===== config.mk =====
export PLATFORM = sky130hd
export DESIGN_NAME = lbs_mac
export DESIGN_NICKNAME = d
export VERILOG_FILES = /design/src/lbs_pkg.sv /design/src/lbs_mac.sv
export SDC_FILE = /design/constraint.sdc
export NUM_CORES = 2
export LEC_CHECK = 0
export BUFFER_PORTS_ARGS = -buffer_cell sky130_fd_sc_hd__buf_2
export CAP_MARGIN = 25
export CORE_MARGIN = 8
export CORE_UTILIZATION = 25
export CTS_CLUSTER_DIAMETER = 100
export DETAILED_ROUTE_END_ITERATION = 7
export GPL_ROUTABILITY_DRIVEN = 0
export PLACE_DENSITY_LB_ADDON = 0.3
export RECOVER_POWER = 25
export SETUP_SLACK_MARGIN = 0.02
export SYNTH_ARGS = -nofsm -noshare
export SYNTH_HDL_FRONTEND = slang
export SYNTH_SLANG_ARGS = --single-unit
export TNS_END_PERCENT = 5

===== constraint.sdc =====
create_clock -name clock -period 21.6 [get_ports clock]
set_clock_uncertainty 0.05 [all_clocks]
set_input_delay 3.24 -clock clock [delete_from_list [all_inputs] [get_ports clock]]
set_output_delay 3.24 -clock clock [all_outputs]
set_load 0.05 [all_outputs]

===== src/lbs_pkg.sv =====
// ----------------------------------------------------------------------------
// lbs_pkg
// shared types and constants of the linear blend skinning unit
// ----------------------------------------------------------------------------
`default_nettype none
package lbs_pkg;
   localparam int BoneCountDefault = 128;
   localparam int WordWidthDefault = 32;
   localparam int MatWords = 12;

   typedef enum logic [1:0] {
      KIND_WRITE = 2'd0,
      KIND_INFLUENCE = 2'd1,
      KIND_PASS = 2'd2
   } kind_type;

   typedef struct packed {
      logic [1:0] kind;
      logic [6:0] bone_index;
      logic [3:0] element_index;
      logic signed [31:0] matrix_word;
      logic [15:0] weight;
      logic signed [31:0] pos_x;
      logic signed [31:0] pos_y;
      logic signed [31:0] pos_z;
      logic signed [31:0] norm_x;
      logic signed [31:0] norm_y;
      logic signed [31:0] norm_z;
      logic last_influence;
   } req_type;

   typedef struct packed {
      logic signed [31:0] out_pos_x;
      logic signed [31:0] out_pos_y;
      logic signed [31:0] out_pos_z;
      logic signed [31:0] out_norm_x;
      logic signed [31:0] out_norm_y;
      logic signed [31:0] out_norm_z;
   } rsp_type;

   // saturate a 50-bit value to the signed 48-bit range
   function automatic logic signed [47:0] sat48(input logic signed [49:0] v);
      logic signed [49:0] hi;
      logic signed [49:0] lo;
      hi = 50'sh0_7FFF_FFFF_FFFF;
      lo = -50'sh0_8000_0000_0000;
      if (v > hi) return 48'sh7FFF_FFFF_FFFF;
      else if (v < lo) return -48'sh8000_0000_0000;
      else return v[47:0];
   endfunction

   // saturate a 48-bit value to the signed 32-bit range
   function automatic logic signed [31:0] sat32(input logic signed [47:0] v);
      if (v > 48'sh0000_7FFF_FFFF) return 32'sh7FFF_FFFF;
      else if (v < -48'sh0000_8000_0000) return -32'sh8000_0000;
      else return v[31:0];
   endfunction
endpackage
`default_nettype wire


===== src/lbs_mac.sv =====
// ----------------------------------------------------------------------------
// lbs_mac
// one row term: matrix word times vector component, floored by 2^16
// ----------------------------------------------------------------------------
`default_nettype none
module lbs_mac import lbs_pkg::*; (
   input wire logic clock,
   input wire logic signed [31:0] a,
   input wire logic signed [31:0] b,
   output logic signed [47:0] prod_ff
);
   logic signed [63:0] prod_in;
   // arithmetic shift floors
   assign prod_in = a * b;
   always_ff @(posedge clock) begin
      prod_ff <= prod_in[63:16];
   end
endmodule
`default_nettype wire


## Word-level counts from Yosys, hierarchy flattened

Cells that the tools add are included.

- Register bits after elaboration: 48
- Input port bits: 65
- Output and inout port bits: 48

- $mul: 1

Operator list:

| operator | count |
|---|---|
| $mul A32 B32 Y64 | 1 |

## Depth between registers and ports, before layout

- Depth in word-level cells: 1
- Gate-level depth with buffers: 27
- Depth with buffers taken out: 26

## Worst setup path after synthesis

No wires, ideal clock.

- Path kind: input port to flip-flop
- Start point: input a[31]
- End point: register prod_ff[47]
- Setup time: 121 ps
- Arrival: 10,342 ps
- Required time: 21,429 ps
- Setup slack: 11,087 ps
- Stages on the path: 27
- Buffers on the path: 1
- Cell sequence: clkbuf_1 nand2_1 inv_1 fa_1 inv_1 fa_1 inv_1 fa_1 fa_1 inv_1 fa_1 inv_1 fa_1 inv_1 fa_1 inv_1 fa_1 ha_1 a21oi_1 o211a_1 o31ai_1 a221oi_1 a21oi_1 o21ai_0 o21ai_1 o41a_1 xnor2_1

- Word-level cells in the longest chain between the ends: 1

Ends and longest elaborated chain:

| what | RTL line | RTL |
|---|---|---|
| start, declared | lbs_mac.sv:8 | `input wire logic signed [31:0] a,` |
| $mul A32 B32 Y64 | lbs_mac.sv:14 | `assign prod_in = a * b;` |
| net prod_in[63] | lbs_mac.sv:12 | `logic signed [63:0] prod_in;` |
| end signal, assigned | lbs_mac.sv:16 | `prod_ff <= prod_in[63:16];` |
| end, declared | lbs_mac.sv:10 | `output logic signed [47:0] prod_ff` |

The timed path passes the listed nets, and every way through them passes these cells.

## Final worst setup path

- Start point: input b[5]
- End point: register prod_ff[44]

- Word-level cells in the longest chain between the ends: 1

Ends and longest elaborated chain:

| what | RTL line | RTL |
|---|---|---|
| start, declared | lbs_mac.sv:9 | `input wire logic signed [31:0] b,` |
| $mul A32 B32 Y64 | lbs_mac.sv:14 |  |
| net prod_in[60] | lbs_mac.sv:12 |  |

The timed path passes the listed nets, and every way through them passes these cells.

==> impl_metrics.env <==
export IMPL_outcome="completed"
export IMPL_synth_simple_area_share_pct=15.7
export IMPL_post_cts_resized=0
export IMPL_antenna_found_initial=17
export IMPL_place_hpwl_um=85900
export IMPL_wl_um=109000
export IMPL_cp_end_kind="flop"
export IMPL_nNetsFinal=5080
export IMPL_core_um2=145000
export IMPL_critPathLaunchType="input port"
export IMPL_cts_tree="built"
export IMPL_numCtsBuffers=5
export IMPL_die_w_um=398
export IMPL_layout_commonest_cell="fa_1"
export IMPL_synth_compound_area_share_pct=2.82
export IMPL_fp_row_count=140
export IMPL_grt_max_degree=33
export IMPL_rsz0062_at_grt="no"
export IMPL_top_regs="prod_ff (48)"
export IMPL_hold_viol=0
export IMPL_yosys_area_share_adder_pct=65.5
export IMPL_drc_errors=0
export IMPL_ys_types=54
export IMPL_area_delta_synth_final_pct=6.83
export IMPL_yosysTopAreaCell="fa_1"
export IMPL_syn_area_um2=36500
export IMPL_htree_levels=2
export IMPL_die_y_um=398
export IMPL_vias=24682
export IMPL_synthMuxAreaShare_pct=0
export IMPL_first_pass_iters=7
export IMPL_viasPerCell=4.35
export IMPL_tns_ns=0
export IMPL_synth_seq_cells=48
export IMPL_hold_path_class="reg2out"
export IMPL_synth_cells=3820
export IMPL_synthTopCellsByArea="fa_1 (59%), inv_1 (9.8%), and2_1 (8.8%)"
export IMPL_cp_arrival_ns=12.34
export IMPL_drt_iter0_drc=1175
export IMPL_finalCriticalPeriod_ns=12.11
export IMPL_dp_cells=5664
export IMPL_min_period_over_period_pct=56.1
export IMPL_num_fill_cells=15656
export IMPL_post_drt_wl_per_cell_um=19.1
export IMPL_grt_first_pass_wirelength_um=173000
export IMPL_start_util_pct=25.1
export IMPL_worstSetupPathType="in2reg"
export IMPL_setup_violations=0
export IMPL_slew_violations=0
export IMPL_cts_buffer_depth=2
export IMPL_hold_buffers=0
export IMPL_max_slew_margin_pct=36.6
export IMPL_syn_area_per_cell_um2=9.56
export IMPL_largest_reg_flops=48
export IMPL_grt_pass1_vias=28025
export IMPL_numPortBuffers=112
export IMPL_worstPathMaxFanout=32
export IMPL_mostFrequentLayoutCells="fa_1 (1,081), inv_1 (950), nand2_1 (513)"
export IMPL_clkSinkCount=48
export IMPL_synth_top_family_by_area="adder cells"
export IMPL_worst_slew_pin_transition_ns=0.951
export IMPL_fmax_mhz=82.6
export IMPL_cts_setup_buffers=0
export IMPL_clk_pin_slew_worst_paths_ns=0.09
export IMPL_dieArea_um2=159000
export IMPL_synth_top_area_share_pct=59.3
export IMPL_grt_overflow_total=0
export IMPL_ios=113
export IMPL_yosysSeqAreaShare_pct=2.63
export IMPL_regMostFlops="prod_ff"
export IMPL_synth_xor_area_share_pct=1.51
export IMPL_detail_route_antenna_nets=0
export IMPL_grt_usage_pct=14.2
export IMPL_root_buffer="clkbuf_16"
export IMPL_cp_required_ns=21.82
export IMPL_syn_num_nets=5146
export IMPL_async_flop_share_pct=0
export IMPL_ys_flop_type="dfxtp_1"
export IMPL_timing_max_cap_violations=0
export IMPL_layout_drive_gt1_share_pct=3.33
export IMPL_synth_edf_count=0
export IMPL_stdcell_count=5676
export IMPL_yosysWarnings=0
worst paths after layout:
kind	cells past startpoint	endpoint	slack (ns)	from
worst max-delay path	24	prod_ff[44]$_DFF_P_	9.49	b[5]
worst min-delay path	1	prod_ff[16]	4.07	prod_ff[16]$_DFF_P_
cell type report:
type,count,area (um2),area share (%)
flip-flops and latches,48,961,2.46
well taps,1917,2400,6.15
inverters,950,3570,9.14
diodes,4,10.0,0.0257
repair buffers,132,678,1.74
clock inverters,2,38.8,0.0995
clock buffers,6,139,0.356
multi-input cells,2617,31200,80.0
worst max-delay path: stages:
cell      delay [ns]
buf_2           0.63
nand2_1         0.28
inv_1           0.15
fa_1            0.39
inv_1           0.25
fa_1            0.47
inv_1           0.27
fa_1            0.52
fa_1            0.65
inv_1           0.65
fa_1            0.53
inv_1           0.08
fa_1            0.46
fa_1            0.54
fa_1            0.43
ha_1            0.54
nand3_1         0.23
o31ai_1         0.79
a221oi_1        0.19
a21oi_1         0.33
o21ai_0         0.12
o211ai_1        0.15
a21oi_1         0.13
xnor2_1         0.21
per-layer routing:
layer / up-vias / share of wire [%] / track usage [%]
met1: 13287 / 42 / 18.6
met4: 4 / 2.0 / 2.60
li1: 10667 / - / -
met3: 120 / 4.5 / 1.68
met5: - / 0.025 / 0
met2: 604 / 51 / 25.5
per-stage QoR:
| step | area (um2) | hold WS (ns) | worst slack, ns | util, % |
|---|---|---|---|---|
| after global placement | 38800 | 3.66 | 9.18 | 26.7 |
| after CTS | 39000 | 4.07 | 9.50 | 26.8 |
| after floorplan | 36500 | 3.63 | 11.09 | - |
| final | 39000 | 4.07 | 9.49 | 26.8 |
| after detailed placement | 38800 | 3.66 | 9.13 | 26.7 |
| after global routing | 39000 | 4.11 | 9.02 | 26.8 |
Yosys cell counts, drive strengths merged, types with 14 or more instances:
master,instances
xnor2,40
ha,180
clkbuf,201
fa,1081
a21o,21
nor2,46
xor2,23
nand2,513
o21ai,30
inv,950
and2,513
nand4,14
dfxtp,48
a21oi,48
cells by family (layout without fill, tap and decap cells):
family          after synthesis  in the layout
fa+ha+maj                  1261           1261
buf+inv                    1155           1090
simple gates               1140           1140
compound gates              153            153
xor+xnor                     63             63
flops                        48             48
other cells                   0              4
Power is not shown: default switching activity piles up to over one toggle a cycle in this logic, so the estimate is an artifact.
